File: src/rtl/tmo_pkg.sv
// Shared types and constants for the trimmed-mean oversampler.
// Used by tmo_window, tmo_div and trimmed_mean_oversampler_top; no dependencies.
`timescale 1ns / 1ps
`default_nettype none

package tmo_pkg;

   // Register map: byte addresses of the configuration registers
   localparam logic [1:0] CSR_ADDR_SAMPLE_COUNT = 2'd0;
   localparam int         SAMPLE_COUNT_W        = 7;
   localparam logic [SAMPLE_COUNT_W-1:0] SAMPLE_COUNT_RESET = 7'd1;

   // Samples dropped from a window when trimming (one largest, one smallest)
   localparam int TRIM_COUNT = 2;

   // Sequencer to window accumulator
   typedef struct packed {
      logic update;  // take one read attempt
      logic ok;      // the attempt succeeded
      logic clear;   // window closed, restart
   } win_ctrl_type;

   // Divider status back to the sequencer
   typedef struct packed {
      logic busy;
      logic done;
   } div_stat_type;

endpackage : tmo_pkg

`default_nettype wire

File: src/rtl/tmo_window.sv
// Window accumulator: running sum, extremes and good/failed read counts.
// Presents the trimmed dividend and divisor for the closing divide. Uses tmo_pkg.
`timescale 1ns / 1ps
`default_nettype none

module tmo_window #(
   parameter int SB = 12,
   parameter int CW = 7,
   parameter int SW = SB + CW
) (
   input  wire logic                  clock,
   input  wire logic                  reset,
   input  wire tmo_pkg::win_ctrl_type ctrl,
   input  wire logic [SB-1:0]         sample,
   output logic [CW-1:0]              good_count,
   output logic [CW-1:0]              fail_count,
   output logic [SW-1:0]              dividend,
   output logic [CW-1:0]              divisor
);
   import tmo_pkg::*;

   logic [SW-1:0] sum_ff,  sum_in;
   logic [SB-1:0] max_ff,  max_in;
   logic [SB-1:0] min_ff,  min_in;
   logic [CW-1:0] good_ff, good_in;
   logic [CW-1:0] fail_ff, fail_in;
   logic          trim;

   // Next window state
   always_comb begin
      sum_in  = sum_ff;
      max_in  = max_ff;
      min_in  = min_ff;
      good_in = good_ff;
      fail_in = fail_ff;
      if (ctrl.clear) begin
         sum_in  = '0;
         max_in  = '0;
         min_in  = '1;
         good_in = '0;
         fail_in = '0;
      end else if (ctrl.update) begin
         if (ctrl.ok) begin
            sum_in  = sum_ff + SW'(sample);
            good_in = good_ff + CW'(1);
            if (sample > max_ff) max_in = sample;
            if (sample < min_ff) min_in = sample;
         end else begin
            fail_in = fail_ff + CW'(1);
         end
      end
   end

   always_ff @(posedge clock) begin
      if (reset) begin
         sum_ff  <= '0;
         max_ff  <= '0;
         min_ff  <= '1;
         good_ff <= '0;
         fail_ff <= '0;
      end else begin
         sum_ff  <= sum_in;
         max_ff  <= max_in;
         min_ff  <= min_in;
         good_ff <= good_in;
         fail_ff <= fail_in;
      end
   end

   // Drop the extremes only when more than two samples were taken
   assign trim       = (int'(good_ff) > TRIM_COUNT);
   assign dividend   = trim ? (sum_ff - SW'(max_ff) - SW'(min_ff)) : sum_ff;
   assign divisor    = trim ? (good_ff - CW'(TRIM_COUNT)) : good_ff;
   assign good_count = good_ff;
   assign fail_count = fail_ff;

endmodule : tmo_window

`default_nettype wire

File: src/rtl/tmo_div.sv
// Serial restoring divider, one quotient bit per cycle.
// Used by the sequencer for every window that closes on the good count. Uses tmo_pkg.
`timescale 1ns / 1ps
`default_nettype none

module tmo_div #(
   parameter int DW = 19,
   parameter int VW = 7
) (
   input  wire logic                  clock,
   input  wire logic                  reset,
   input  wire logic                  start,
   input  wire logic [DW-1:0]         dividend,
   input  wire logic [VW-1:0]         divisor,
   output tmo_pkg::div_stat_type      stat,
   output logic [DW-1:0]              quotient
);
   import tmo_pkg::*;

   localparam int NW = $clog2(DW + 1);

   logic [DW-1:0] work_ff, work_in;   // dividend bits out, quotient bits in
   logic [VW-1:0] rem_ff,  rem_in;
   logic [VW-1:0] dsr_ff,  dsr_in;
   logic [NW-1:0] cnt_ff,  cnt_in;
   logic [VW:0]   rem_shift;
   logic          ge;

   // One restoring step
   assign rem_shift = {rem_ff, work_ff[DW-1]};
   assign ge        = (rem_shift >= {1'b0, dsr_ff});

   always_comb begin
      work_in = work_ff;
      rem_in  = rem_ff;
      dsr_in  = dsr_ff;
      cnt_in  = cnt_ff;
      if (start) begin
         work_in = dividend;
         rem_in  = '0;
         dsr_in  = divisor;
         cnt_in  = NW'(DW);
      end else if (cnt_ff != '0) begin
         work_in = {work_ff[DW-2:0], ge};
         rem_in  = ge ? VW'(rem_shift - {1'b0, dsr_ff}) : rem_shift[VW-1:0];
         cnt_in  = cnt_ff - NW'(1);
      end
   end

   always_ff @(posedge clock) begin
      if (reset) begin
         cnt_ff <= '0;
      end else begin
         cnt_ff <= cnt_in;
      end
      work_ff <= work_in;
      rem_ff  <= rem_in;
      dsr_ff  <= dsr_in;
   end

   assign stat.busy = (cnt_ff != '0);
   assign stat.done = (cnt_ff == NW'(1));
   assign quotient  = work_in;

endmodule : tmo_div

`default_nettype wire

File: src/rtl/trimmed_mean_oversampler_top.sv
// Trimmed-mean oversampler: stream in, one result beat per closed window.
// Depends on tmo_pkg, tmo_window and tmo_div.
//
// Each input beat is one converter read attempt (tuser = read ok, tdata = raw code).
// Good reads add to a running sum with min/max tracking; failed reads are counted.
// A window closes when the good or the failed count reaches sample_count (0 acts as
// 1, values above MAX_SAMPLES act as MAX_SAMPLES). A failed window gives failed = 1
// and average 0; otherwise the largest and smallest are dropped when more than two
// samples were taken and the truncated mean is returned. Each beat passes the accept
// and check states; a failing close adds the emit state, and a good close adds the
// divide state, where the serial divider retires one quotient bit per cycle, then
// the emit state, which waits for the output register to be free. req_tready is low
// while a beat is in work; a finished result waits in the output register.
`timescale 1ns / 1ps
`default_nettype none

module trimmed_mean_oversampler_top #(
   parameter int SAMPLE_BITS = 12,
   parameter int MAX_SAMPLES = 64
) (
   input  wire logic                                clock,
   input  wire logic                                reset,
   // input stream
   input  wire logic                                req_tvalid,
   output logic                                     req_tready,
   input  wire logic [((SAMPLE_BITS+7)/8)*8-1:0]    req_tdata,  // raw_sample
   input  wire logic                                req_tuser,  // read_ok
   // result stream
   output logic                                     rsp_tvalid,
   input  wire logic                                rsp_tready,
   output logic [((SAMPLE_BITS+7)/8)*8-1:0]         rsp_tdata,  // average
   output logic                                     rsp_tuser,  // failed
   // configuration
   input  wire logic                                csr_psel,
   input  wire logic                                csr_penable,
   input  wire logic                                csr_pwrite,
   input  wire logic [1:0]                          csr_paddr,
   input  wire logic [31:0]                         csr_pwdata,
   output logic [31:0]                              csr_prdata,
   output logic                                     csr_pready
);
   import tmo_pkg::*;

   localparam int CW     = $clog2(MAX_SAMPLES + 1);
   localparam int SW     = SAMPLE_BITS + CW;
   localparam int DATA_W = ((SAMPLE_BITS + 7) / 8) * 8;

   typedef enum logic [1:0] {
      ST_IDLE,
      ST_CHECK,
      ST_DIVIDE,
      ST_EMIT
   } state_type;

   state_type                 state_ff;
   logic [SAMPLE_COUNT_W-1:0] sample_count_ff;
   logic                      ok_ff;
   logic [SAMPLE_BITS-1:0]    res_avg_ff;
   logic                      res_failed_ff;
   logic                      rsp_valid_ff;
   logic [SAMPLE_BITS-1:0]    rsp_avg_ff;
   logic                      rsp_failed_ff;

   win_ctrl_type              win_ctrl;
   div_stat_type              div_stat;
   logic [CW-1:0]             good_count;
   logic [CW-1:0]             fail_count;
   logic [SW-1:0]             dividend;
   logic [CW-1:0]             divisor;
   logic [SW-1:0]             quotient;
   logic [CW-1:0]             limit;
   logic                      csr_wr;
   logic                      req_beat;
   logic                      out_free;
   logic                      good_close;
   logic                      fail_close;
   logic                      div_start;

   // Configuration register
   assign csr_pready = 1'b1;
   assign csr_wr     = csr_psel & csr_penable & csr_pwrite & csr_pready;

   always_ff @(posedge clock) begin
      if (reset) begin
         sample_count_ff <= SAMPLE_COUNT_RESET;
      end else if (csr_wr && csr_paddr == CSR_ADDR_SAMPLE_COUNT) begin
         sample_count_ff <= csr_pwdata[SAMPLE_COUNT_W-1:0];
      end
   end

   assign csr_prdata = (csr_paddr == CSR_ADDR_SAMPLE_COUNT) ?
                       32'(sample_count_ff) : 32'd0;

   // Effective window length
   always_comb begin
      if (sample_count_ff == '0) begin
         limit = CW'(1);
      end else if (int'(sample_count_ff) > MAX_SAMPLES) begin
         limit = CW'(MAX_SAMPLES);
      end else begin
         limit = CW'(sample_count_ff);
      end
   end

   // Handshake and sequencer decisions
   assign req_tready = (state_ff == ST_IDLE);
   assign req_beat   = req_tvalid & req_tready;
   assign out_free   = !rsp_valid_ff || rsp_tready;
   assign fail_close = (state_ff == ST_CHECK) && !ok_ff && (fail_count >= limit);
   assign good_close = (state_ff == ST_CHECK) && ok_ff && (good_count >= limit);
   assign div_start  = good_close;

   assign win_ctrl.update = req_beat;
   assign win_ctrl.ok     = req_tuser;
   assign win_ctrl.clear  = (state_ff == ST_EMIT) && out_free;

   tmo_window #(
      .SB (SAMPLE_BITS),
      .CW (CW),
      .SW (SW)
   ) u_window (
      .clock      (clock),
      .reset      (reset),
      .ctrl       (win_ctrl),
      .sample     (req_tdata[SAMPLE_BITS-1:0]),
      .good_count (good_count),
      .fail_count (fail_count),
      .dividend   (dividend),
      .divisor    (divisor)
   );

   tmo_div #(
      .DW (SW),
      .VW (CW)
   ) u_div (
      .clock    (clock),
      .reset    (reset),
      .start    (div_start),
      .dividend (dividend),
      .divisor  (divisor),
      .stat     (div_stat),
      .quotient (quotient)
   );

   // Sequencer and result registers
   always_ff @(posedge clock) begin
      if (reset) begin
         state_ff     <= ST_IDLE;
         rsp_valid_ff <= 1'b0;
      end else begin
         if (rsp_valid_ff && rsp_tready) rsp_valid_ff <= 1'b0;
         case (state_ff)
            ST_IDLE: begin
               if (req_beat) begin
                  ok_ff    <= req_tuser;
                  state_ff <= ST_CHECK;
               end
            end
            ST_CHECK: begin
               if (fail_close) begin
                  res_avg_ff    <= '0;
                  res_failed_ff <= 1'b1;
                  state_ff      <= ST_EMIT;
               end else if (good_close) begin
                  state_ff <= ST_DIVIDE;
               end else begin
                  state_ff <= ST_IDLE;
               end
            end
            ST_DIVIDE: begin
               if (div_stat.done) begin
                  res_avg_ff    <= quotient[SAMPLE_BITS-1:0];
                  res_failed_ff <= 1'b0;
                  state_ff      <= ST_EMIT;
               end
            end
            ST_EMIT: begin
               if (out_free) begin
                  rsp_valid_ff  <= 1'b1;
                  rsp_avg_ff    <= res_avg_ff;
                  rsp_failed_ff <= res_failed_ff;
                  state_ff      <= ST_IDLE;
               end
            end
            default: begin
               state_ff <= ST_IDLE;
            end
         endcase
      end
   end

   assign rsp_tvalid = rsp_valid_ff;
   assign rsp_tdata  = DATA_W'(rsp_avg_ff);
   assign rsp_tuser  = rsp_failed_ff;

`ifndef SYNTHESIS
   // divider is never restarted mid-divide
   assert property (@(posedge clock) disable iff (reset)
      div_start |-> !div_stat.busy)
      else $error("divider started while busy");

   // divider keeps running for the whole divide phase
   assert property (@(posedge clock) disable iff (reset)
      (state_ff == ST_DIVIDE) |-> div_stat.busy)
      else $error("divide phase without divider activity");

   // a new result beat only follows the emit phase
   assert property (@(posedge clock) disable iff (reset)
      $rose(rsp_valid_ff) |-> $past(state_ff == ST_EMIT))
      else $error("result beat raised outside emit");

   // a failed window carries a zero average
   assert property (@(posedge clock) disable iff (reset)
      (rsp_valid_ff && rsp_failed_ff) |-> (rsp_avg_ff == '0))
      else $error("failed result with non-zero average");

   // window clear empties both counts
   assert property (@(posedge clock) disable iff (reset)
      win_ctrl.clear |=> (good_count == '0 && fail_count == '0))
      else $error("window counts not cleared");
`endif

endmodule : trimmed_mean_oversampler_top

`default_nettype wire

File: config.mk
export PLATFORM = sky130hd
export DESIGN_NAME = trimmed_mean_oversampler_top
export DESIGN_NICKNAME = d
export VERILOG_FILES = /design/src/rtl/tmo_pkg.sv /design/src/rtl/tmo_window.sv /design/src/rtl/tmo_div.sv /design/src/rtl/trimmed_mean_oversampler_top.sv
export SDC_FILE = /design/constraint.sdc
export NUM_CORES = 1
export LEC_CHECK = 0
export BUFFER_PORTS_ARGS = -buffer_cell sky130_fd_sc_hd__buf_2
export CORE_UTILIZATION = 59
export DETAILED_ROUTE_END_ITERATION = 12
export GPL_TIMING_DRIVEN = 0
export PLACE_DENSITY = 0.88
export SETUP_SLACK_MARGIN = 0.02
export SKIP_LAST_GASP = 1
export SYNTH_ARGS = -nofsm -noshare
export SYNTH_HDL_FRONTEND = slang
export SYNTH_SLANG_ARGS = --single-unit
File: constraint.sdc
create_clock -name clock -period 3 [get_ports clock]
set_clock_uncertainty 0.1 [all_clocks]
set_input_delay 0.75 -clock clock [delete_from_list [all_inputs] [get_ports clock]]
set_output_delay 0.75 -clock clock [all_outputs]
set_load 0.01 [all_outputs]
# ---- After elaboration in Yosys (flattened, before gate mapping)
# Index checks and enable logic that the tools add are counted.
dict set report totals {
  regBits 132
}
dict set report classes {
  add_sub_neg 8
  magnitude_cmp 7
  eq_ne 8
  n_mux 25
  bitwise 5
  reduce_logical 26
}
# operator n
set op_table {}
lappend op_table {{19-bit two-way mux} 3}
lappend op_table {{19-bit by 12-bit subtractor with 19-bit output} 2}
lappend op_table {{7-bit two-way mux} 5}
lappend op_table {{12-bit two-way mux} 2}
lappend op_table {{12-bit case mux with 2 select lines} 1}
lappend op_table {{19-bit by 12-bit adder with 19-bit output} 1}
lappend op_table {{3-bit AND reduction} 5}
lappend op_table {{7-bit by 1-bit adder with 7-bit output (second input constant)} 2}
lappend op_table {{7-bit greater-or-equal comparator} 2}
lappend op_table {{12-bit greater-than comparator} 1}
lappend op_table {{12-bit < comparator} 1}
lappend op_table {{2-bit two-way mux} 5}
lappend op_table {{5-bit two-way mux} 2}
lappend op_table {{8-bit by 7-bit greater-or-equal comparator with 1-bit output} 1}
lappend op_table {{2-bit case mux with 4 select lines} 1}
lappend op_table {{7-bit by 2-bit greater-than comparator with 1-bit output (second input constant)} 1}
lappend op_table {{7-bit greater-than comparator (second input constant)} 1}
lappend op_table {{1-bit logical AND} 7}
lappend op_table {{7-bit zero test} 1}
lappend op_table {{7-bit by 2-bit subtractor with 7-bit output (second input constant)} 1}
lappend op_table {{7-bit subtractor} 1}
lappend op_table {{2-bit inequality test (second input constant)} 3}
lappend op_table {{5-bit by 1-bit equality test with 1-bit output (second input constant)} 1}
lappend op_table {{1-bit two-way mux} 5}
lappend op_table {{15 further kinds} 24}

# ---- Logic depth before layout (Yosys ltp)
# Gate-level depths: netlist of the first run.
dict set report depth {
  word_depth 8
  depth_mapped 12
  mapped_depth_nobuf 11
}

# ---- By module
# From an unflattened synthesis of the first run, not the netlist that was laid out.
dict set report hier_totals {
  cells_unflattened 920
  hier_area_um2 8461.9
}
# mod instances cells_each area_per_inst_um2 seq_area_each_um2
set by_module_without_submodules {}
lappend by_module_without_submodules {tmo_window 1 545 4555.6 1141.1}
lappend by_module_without_submodules {trimmed_mean_oversampler_top 1 173 1954.4 1011.0}
lappend by_module_without_submodules {tmo_div 1 202 1951.9 830.8}

# ---- Worst setup path before layout of the first run
# OpenSTA, ideal clock, no wires.
dict set report synth_path {
  path_kind {register to register}
  startpoint {register u_window.min_ff[0]}
  endpoint {register u_div.work_ff[16] (data pin)}
  setup_time_ns 0.257
  t_arrival_ns 2.418
  setup_slack_ns 0.225
  path_stages_with_launch 10
  n_path_buf 0
  synth_period_minus_slack_ns 2.775
  cell_sequence {dfxtp_1 -> inv_1 -> fa_1 -> fa_1 -> a211o_1 -> a211oi_1 -> nor4_1 -> nor4_1 -> xnor2_1 -> o21ai_1}
}
dict set report synth_between {
  elab_chain_len 3
}
# item line_no
set synth_rtl {}
lappend synth_rtl {{from (decl)} tmo_window.sv:24} ;# logic [SB-1:0] min_ff, min_in;
lappend synth_rtl {{from (signal assigned)} tmo_window.sv:64} ;# min_ff <= min_in;
lappend synth_rtl {{19-bit by 12-bit subtractor with 19-bit output} tmo_window.sv:72} ;# assign dividend = trim ? (sum_ff - SW'(max_ff) - SW'(min_ff)) : sum_ff;
lappend synth_rtl {{19-bit two-way mux} tmo_window.sv:72}
lappend synth_rtl {{19-bit two-way mux} tmo_div.sv:38} ;# if (start) begin
lappend synth_rtl {{net quotient[16]} trimmed_mean_oversampler_top.sv:70} ;# logic [SW-1:0] quotient;
lappend synth_rtl {{to (signal assigned)} tmo_div.sv:56} ;# work_ff <= work_in;
lappend synth_rtl {{to (decl)} tmo_div.sv:22} ;# logic [DW-1:0] work_ff, work_in;
# The timed path passes the listed nets, and every way through them passes these cells.
# A chain may end at the register's enable or synchronous reset.

# ---- Worst setup path after layout of the first run
# Same ends and word-level chain as after synthesis.

==> results of run 1 <==
## cell families after synthesis
group           count (synthesis)
simple gates                  312
compound gates                221
flops                         132
buf+inv                       124
fa+ha+maj                      91
mux                            34
xor+xnor                       29
other cells                     2
## per-layer routing
metal	share of wire (%)	wire length (microns)	up-vias	global-route usage, %
met1	43	8550	3457	35.7
li1	-	-	3572	-
met5	0	0	-	0
met2	47	9480	344	45.3
met4	2.5	503	0	13.3
met3	7.7	1540	47	5.57
## critical path: cells and delay by family, from the launching register on
kind            cells  cell delay, ns
flops               1            0.36
xor+xnor            1            0.19
buf+inv             1            0.09
fa+ha+maj           2            0.77
compound gates      3            0.76
simple gates        2            0.41
## layout make-up
cell class                 instances  area share (%)
multi-input combinational        717            51.5
sequential                       132            31.2
clock buffer                      25            5.17
buffer                            65            4.11
timing repair buffer              56            3.01
tap                              180            2.30
inverter                          58            2.22
clock inverter                     7           0.485
antenna                            1          0.0255
## worst max path at each step
stage | start | endpoint | depth (start not counted)
after floorplan | u_window.min_ff[0] | u_div.work_ff[16] | 9
after global routing | u_window.max_ff[7] | u_div.work_ff[14] | 9
after global placement | sample_count_ff[6] | u_div.work_ff[16] | 11
after CTS | u_window.min_ff[7] | u_div.work_ff[11] | 10
after detailed placement | sample_count_ff[6] | u_div.work_ff[17] | 11
final | u_window.min_ff[0] | u_div.work_ff[16] | 9
## timing repair
item,CTS,global route
setup endpoints to repair,37,37
setup buffers,0,6
resized for setup,19,23
pin swaps,5,9
## stage by stage
stage / TNS (ns) / std cells / hold WS [ns] / area (sq um)
2_1_floorplan: 0 / 973 / 0.300 / 8600
3_3_place_gp: -2.46 / 1203 / 0.301 / 9070
3_5_place_dp: -4.83 / 1203 / 0.307 / 9070
4_1_cts: 0 / 1235 / 0.319 / 9700
5_1_grt: 0 / 1240 / 0.333 / 9800
6_report: 0 / 1241 / 0.317 / 9800
## flip-flops by register name, summed over array words and instances, names as in the netlist, named ones only
| register | flops |
|---|---|
| ok_ff | 1 |
| u_div.dsr_ff | 7 |
| u_window.sum_ff | 19 |
| state_ff | 1 |
| rsp_tvalid | 1 |
| u_window.good_count | 7 |
| res_avg_ff | 12 |
| rsp_avg_ff | 12 |
| u_div.rem_ff | 7 |
| rsp_tuser | 1 |
| sample_count_ff | 7 |
| u_window.fail_count | 7 |
| u_window.max_ff | 12 |
| u_div.work_ff | 19 |
| res_failed_ff | 1 |
| u_div.cnt_ff | 5 |
| u_window.min_ff | 12 |
## cell usage in the layout, fill, tap and decap left out, types with 41 or more instances in the layout
master / n
dfxtp_1: 88
nor2_1: 80
nand2_1: 75
ha_1: 72
buf_2: 58
inv_1: 55
o21ai_0: 50
a21oi_1: 47
nand3_1: 41
edfxtp_1: 41
## power groups by stage
stage	clock [mW]	combinational (mW)	sequential, mW
after floorplan	0	1.92	2.31
after global placement	0	2.34	2.35
after detailed placement	0	2.42	2.36
after CTS	1.95	2.49	2.32
after global routing	2.03	2.87	2.36
final	1.93	2.59	2.33
==> flow_summary_export.csv, run 1 <==
group,metric,value,unit
run_status,outcome,"complete, no violations",
place,io_buffers,50,
die,die_y,122,microns
finish,num-nets-final,1196,
worst_setup_path,cp-start-kind,"register",
sta,fin_ws,0.0655,ns
sta,relSlewSlack,17.4,%
worst_setup_path,rr_worst_depth,9,
cts,cts.clk_slew.worst_paths,0.06,ns
worst_setup_path,cp.required,3.08,ns
worst_setup_path,cpMostUsedCell,"fa_2",
worst_setup_path,r2r_setup_slack,0.07,ns
global_route,grt_max_degree,17,
yosys,ys_ff_latch,132,
yosys,avgSynthCellArea,8.98,sq um
sta,setup_violations,0,
worst_setup_path,cpMaxStageDelayCell,"fa_2",
cts,h-tree-depth,4,
finish,fin_util,70.3,%
min_path,hp-start,"res_avg_ff[7]",
yosys,synth_top_family_by_area,"simple AND/OR/NAND/NOR gates",
yosys,syn-cell-area,0.00849,sq mm
die,core-area,0.0139,sq mm
yosys,ys.flop_type,"dfxtp_1",
yosys,synth_top_area_share,21.5,%
yosys,synthArstFlopShare,0,%
cts,clockRootBuffer,"clkbuf_16",
global_route,overflow,0,
pwr,p_int,4.41,mW
pwr,swShare,35.6,%
min_path,hold_path.class,"register to register",
worst_setup_path,crit_chain,"inv_1 -> fa_2 -> fa_2 -> a211o_1 -> a211oi_4 -> nor4_4 -> nor4_2 -> xnor2_1 -> o21ai_1",
sta,timing.final.crit_period,2.93,ns
route,drtPass1Iterations,6,
sta,slew_violations,0,
place,pre_cts_slack,-0.285,ns
worst_setup_path,worstSetupEndpointType,"register",
yosys,synth_seq_area_share,36.0,%
worst_setup_path,r2r_end,"u_div.work_ff[16]",
pwr,power.total,6.85,mW
finish,ff_latch_area,0.00306,sq mm
global_route,grt_pass1_vias,6744,
sta,rsz0062_at_grt,"true",
die,ios,110,
yosys,muxShareOfSynthArea,4.02,%
yosys,synth-adder-area-share,14.6,%
cts,cts_tree,"yes",
yosys,synth-edff-count,41,
cts,clock_sinks,132,
place,gp_congestion,0.932,
pwr,pwr-share-comb,37.8,%
die,initial_core_util,60.9,%
sta,hold_violations,0,
global_route,grt_pass1_wl,32200,microns
pwr,p_clk_share,28.1,%
worst_setup_path,critPathMaxFanout,3,
route,vias,7420,
cts,clk_latency,0.43,ns
worst_setup_path,slowest_delay,0.40,ns
yosys,ys_warn_count,0,
worst_setup_path,critPathKind,"register to register",
worst_setup_path,cp_data_arrival_time,3.01,ns
die,dieWidth,122,microns
sta,period_share,97.8,%
place,dp_hpwl,14700,microns
pwr,power_density,699,mW/mm^2
finish,nFillCells,1034,
yosys,synth_xor_area_share,2.99,%
cts,cts_inserted_buffers,17,
sta,fmax,341,MHz
finish,drive_gt1_share,16.0,%
pwr,switchingPower,2.44,mW
min_path,holdPathStages,0,
yosys,synth-compound-area-share,17.1,%
finish,multi_input_area,0.00504,sq mm
die,die_area,0.0149,sq mm
route,drt_iter0_drc,676,
pwr,total_leakage_power,4.21,nW
route,wl_per_cell,16.2,microns
global_route,track_usage,28.0,%
pwr,p_seq_share,34.0,%
cts,clockBufferDepth,2,
run,cap_violations,0,
yosys,synth.most_common_cell,"dfxtp_1",
yosys,netlist_instances,945,
cts,cts_hold_buf,0,
die,std_cell_rows,43,
yosys,synth_common_cells,"dfxtp_1 (91), nor2_1 (80), ha_1 (77), nand2_1 (76), inv_1 (58)",
route,routed_wl,20100,microns
yosys,synthSimpleGateAreaFrac,17.9,%
yosys,synth_cell_types,69,
route,postRouteAntennaNets,0,
yosys,synth.largest_area_cell,"dfxtp_1",
route,vias_per_cell,5.98,
route,drt_drc_violations_left,0,
yosys,synthTopCellsByArea,"dfxtp_1 (21%), edfxtp_1 (15%), ha_1 (11%)",
sta,worst_pin_slew,1.23,ns
min_path,hold_end,"rsp_avg_ff[7]",
worst_setup_path,timing.rr.start,"u_window.min_ff[0]",
finish,synthToLayoutAreaGrowth,15.4,%
global_route,antenna_found_initial,1,
pwr,max-vdd-ir-drop,407,uV
No activity file was read; power rests on OpenSTA's default activity.
==> run 2, diff against run 1 <==
Settings changed: PLACE_DENSITY 0.88 to 0.78.
==> flow_summary_export.csv, run 2 (synthesized netlist as in run 1, its figures left out) <==
group,metric,value,unit
worst_setup_path,critPathKind,"register to register",
cts,clockRootBuffer,"clkbuf_16",
route,wl_met2,9000,microns
die,std_cell_rows,43,
min_path,holdPathStages,0,
place,dpl-instance-area,0.00907,sq mm
cts,cts_inserted_buffers,17,
finish,mostFrequentLayoutCell,"dfxtp_1",
finish,antenna_cells,0,
worst_setup_path,worstSetupEndpointType,"register",
finish,nFillCells,1127,
route,vias_per_cell,5.75,
run,cap_violations,0,
worst_setup_path,rr_worst_depth,10,
pwr,max-vdd-ir-drop,403,uV
route,drtPass1Iterations,5,
cts,clk_latency,0.42,ns
sta,slew_violations,0,
die,die_y,122,microns
sta,period_share,96.5,%
global_route,grt_pass1_vias,6556,
sta,hold_violations,0,
cts,clockBufferDepth,2,
global_route,track_usage,27.5,%
worst_setup_path,cp-start-kind,"register",
global_route,antenna_found_initial,0,
pwr,power.total,7.11,mW
finish,layout_common_cells,"dfxtp_1 (88), nor2_1 (80), nand2_1 (75)",
place,io_buffers,50,
finish,drive_gt1_share,16.5,%
die,initial_core_util,60.9,%
die,die_area,0.0149,sq mm
route,drt_iter0_drc,503,
run_status,outcome,"complete, no violations",
route,wl_per_cell,15.7,microns
die,core-area,0.0139,sq mm
sta,setup_violations,0,
sta,timing.final.crit_period,2.89,ns
route,wirelength_met1,8810,microns
worst_setup_path,cp.required,3.18,ns
route,wl_met3,1200,microns
cts,clock_sinks,132,
finish,largestRegisters,"u_div.work_ff: 19 flops, u_window.sum_ff: 19 flops",
place,dp_hpwl,14600,microns
min_path,hold_path.class,"register to register",
route,top_layer,"met4",
finish,fin_area,0.00988,sq mm
sta,relSlewSlack,20.0,%
pwr,power_density,719,mW/mm^2
route,vias,7129,
cts,h-tree-depth,4,
finish,fin_util,70.9,%
route,drt_drc_violations_left,0,
pwr,total_leakage_power,4.25,nW
global_route,overflow,0,
die,ios,110,
cts,cts_tree,"yes",
worst_setup_path,critPathMaxFanout,3,
finish,synthToLayoutAreaGrowth,16.4,%
die,dieWidth,122,microns
finish,num-nets-final,1195,
global_route,grt_max_degree,17,
sta,hold-worst-slack,0.317,ns
route,postRouteAntennaNets,0,
sta,worst_pin_slew,1.20,ns
sta,fmax,346,MHz
route,routed_wl,19400,microns
worst_setup_path,cp_data_arrival_time,3.07,ns
cts,cts.clk_slew.worst_paths,0.06,ns
place,gp_congestion,0.943,
global_route,grt_pass1_wl,31700,microns
## run 2: cell count changes in the layout (fill, tap and decap cells not counted), sizes merged
cell | previous run | this run
buf | 102 | 101
bufinv | 0 | 1
clkbuf | 44 | 43
clkinv | 5 | 2
diode | 1 | 0
inv | 58 | 61
## run 2: metrics by stage
step           TNS, ns  std cells  setup slack, ns
2_1_floorplan        0        973            0.225
3_3_place_gp     -3.77       1203           -0.181
5_1_grt        -0.0260       1239          -0.0260
4_1_cts              0       1237           0.0247
3_5_place_dp     -4.60       1203           -0.220
6_report             0       1239            0.106
## run 2: path summary, 6_finish.rpt
| path | startpoint | to | slack [ns] |
|---|---|---|---|
| max | u_window.max_ff[2] | res_avg_ff[6] | 0.11 |
| min | res_avg_ff[0] | rsp_avg_ff[0] | 0.32 |
| max reg2reg | u_window.max_ff[2] | res_avg_ff[6] | 0.11 |
| min reg2reg | res_avg_ff[0] | rsp_avg_ff[0] | 0.32 |
## run 2: cell type report
| type | count | area [sq um] | share of cell area [%] |
|---|---|---|---|
| Timing Repair Buffer | 55 | 288 | 2.91 |
| Multi-Input combinational cell | 717 | 5070 | 51.3 |
| Tap cell | 180 | 225 | 2.28 |
| Clock inverter | 8 | 82.6 | 0.836 |
| Buffer | 65 | 399 | 4.04 |
| Sequential cell | 132 | 3060 | 30.9 |
| Inverter | 58 | 218 | 2.20 |
| Clock buffer | 24 | 541 | 5.47 |
## run 2: routing by layer
layer / global-route usage (%) / vias to the layer above
li1: - / 3567
met1: 36.5 / 3300
met2: 44.4 / 225
met3: 5.06 / 37
met4: 10.6 / 0
met5: 0 / -
## run 2: critical path: stages (launching register included)
cell      delay [ns]
dfxtp_2         0.35
inv_2           0.06
fa_1            0.59
ha_4            0.22
a211o_1         0.34
a211oi_4        0.24
buf_4           0.16
nor2_1          0.06
o31a_1          0.27
mux2i_1         0.18
nor2b_2         0.18
## run 2: power by group
| group | internal, mW | switching (mW) | leakage, nW |
|---|---|---|---|
| logic | 1.11 | 1.54 | 2.82 |
| registers | 2.16 | 0.170 | 1.13 |
| clock network | 1.35 | 0.774 | 0.306 |
| total | 4.62 | 2.48 | 4.25 |
## run 2: what timing repair did
item,in CTS,in global routing
gates resized for setup,14,30
setup endpoints to repair,34,42
pin swaps,4,11
hold buffers,0,0
gates cloned,0,0
buffers inserted,2,3
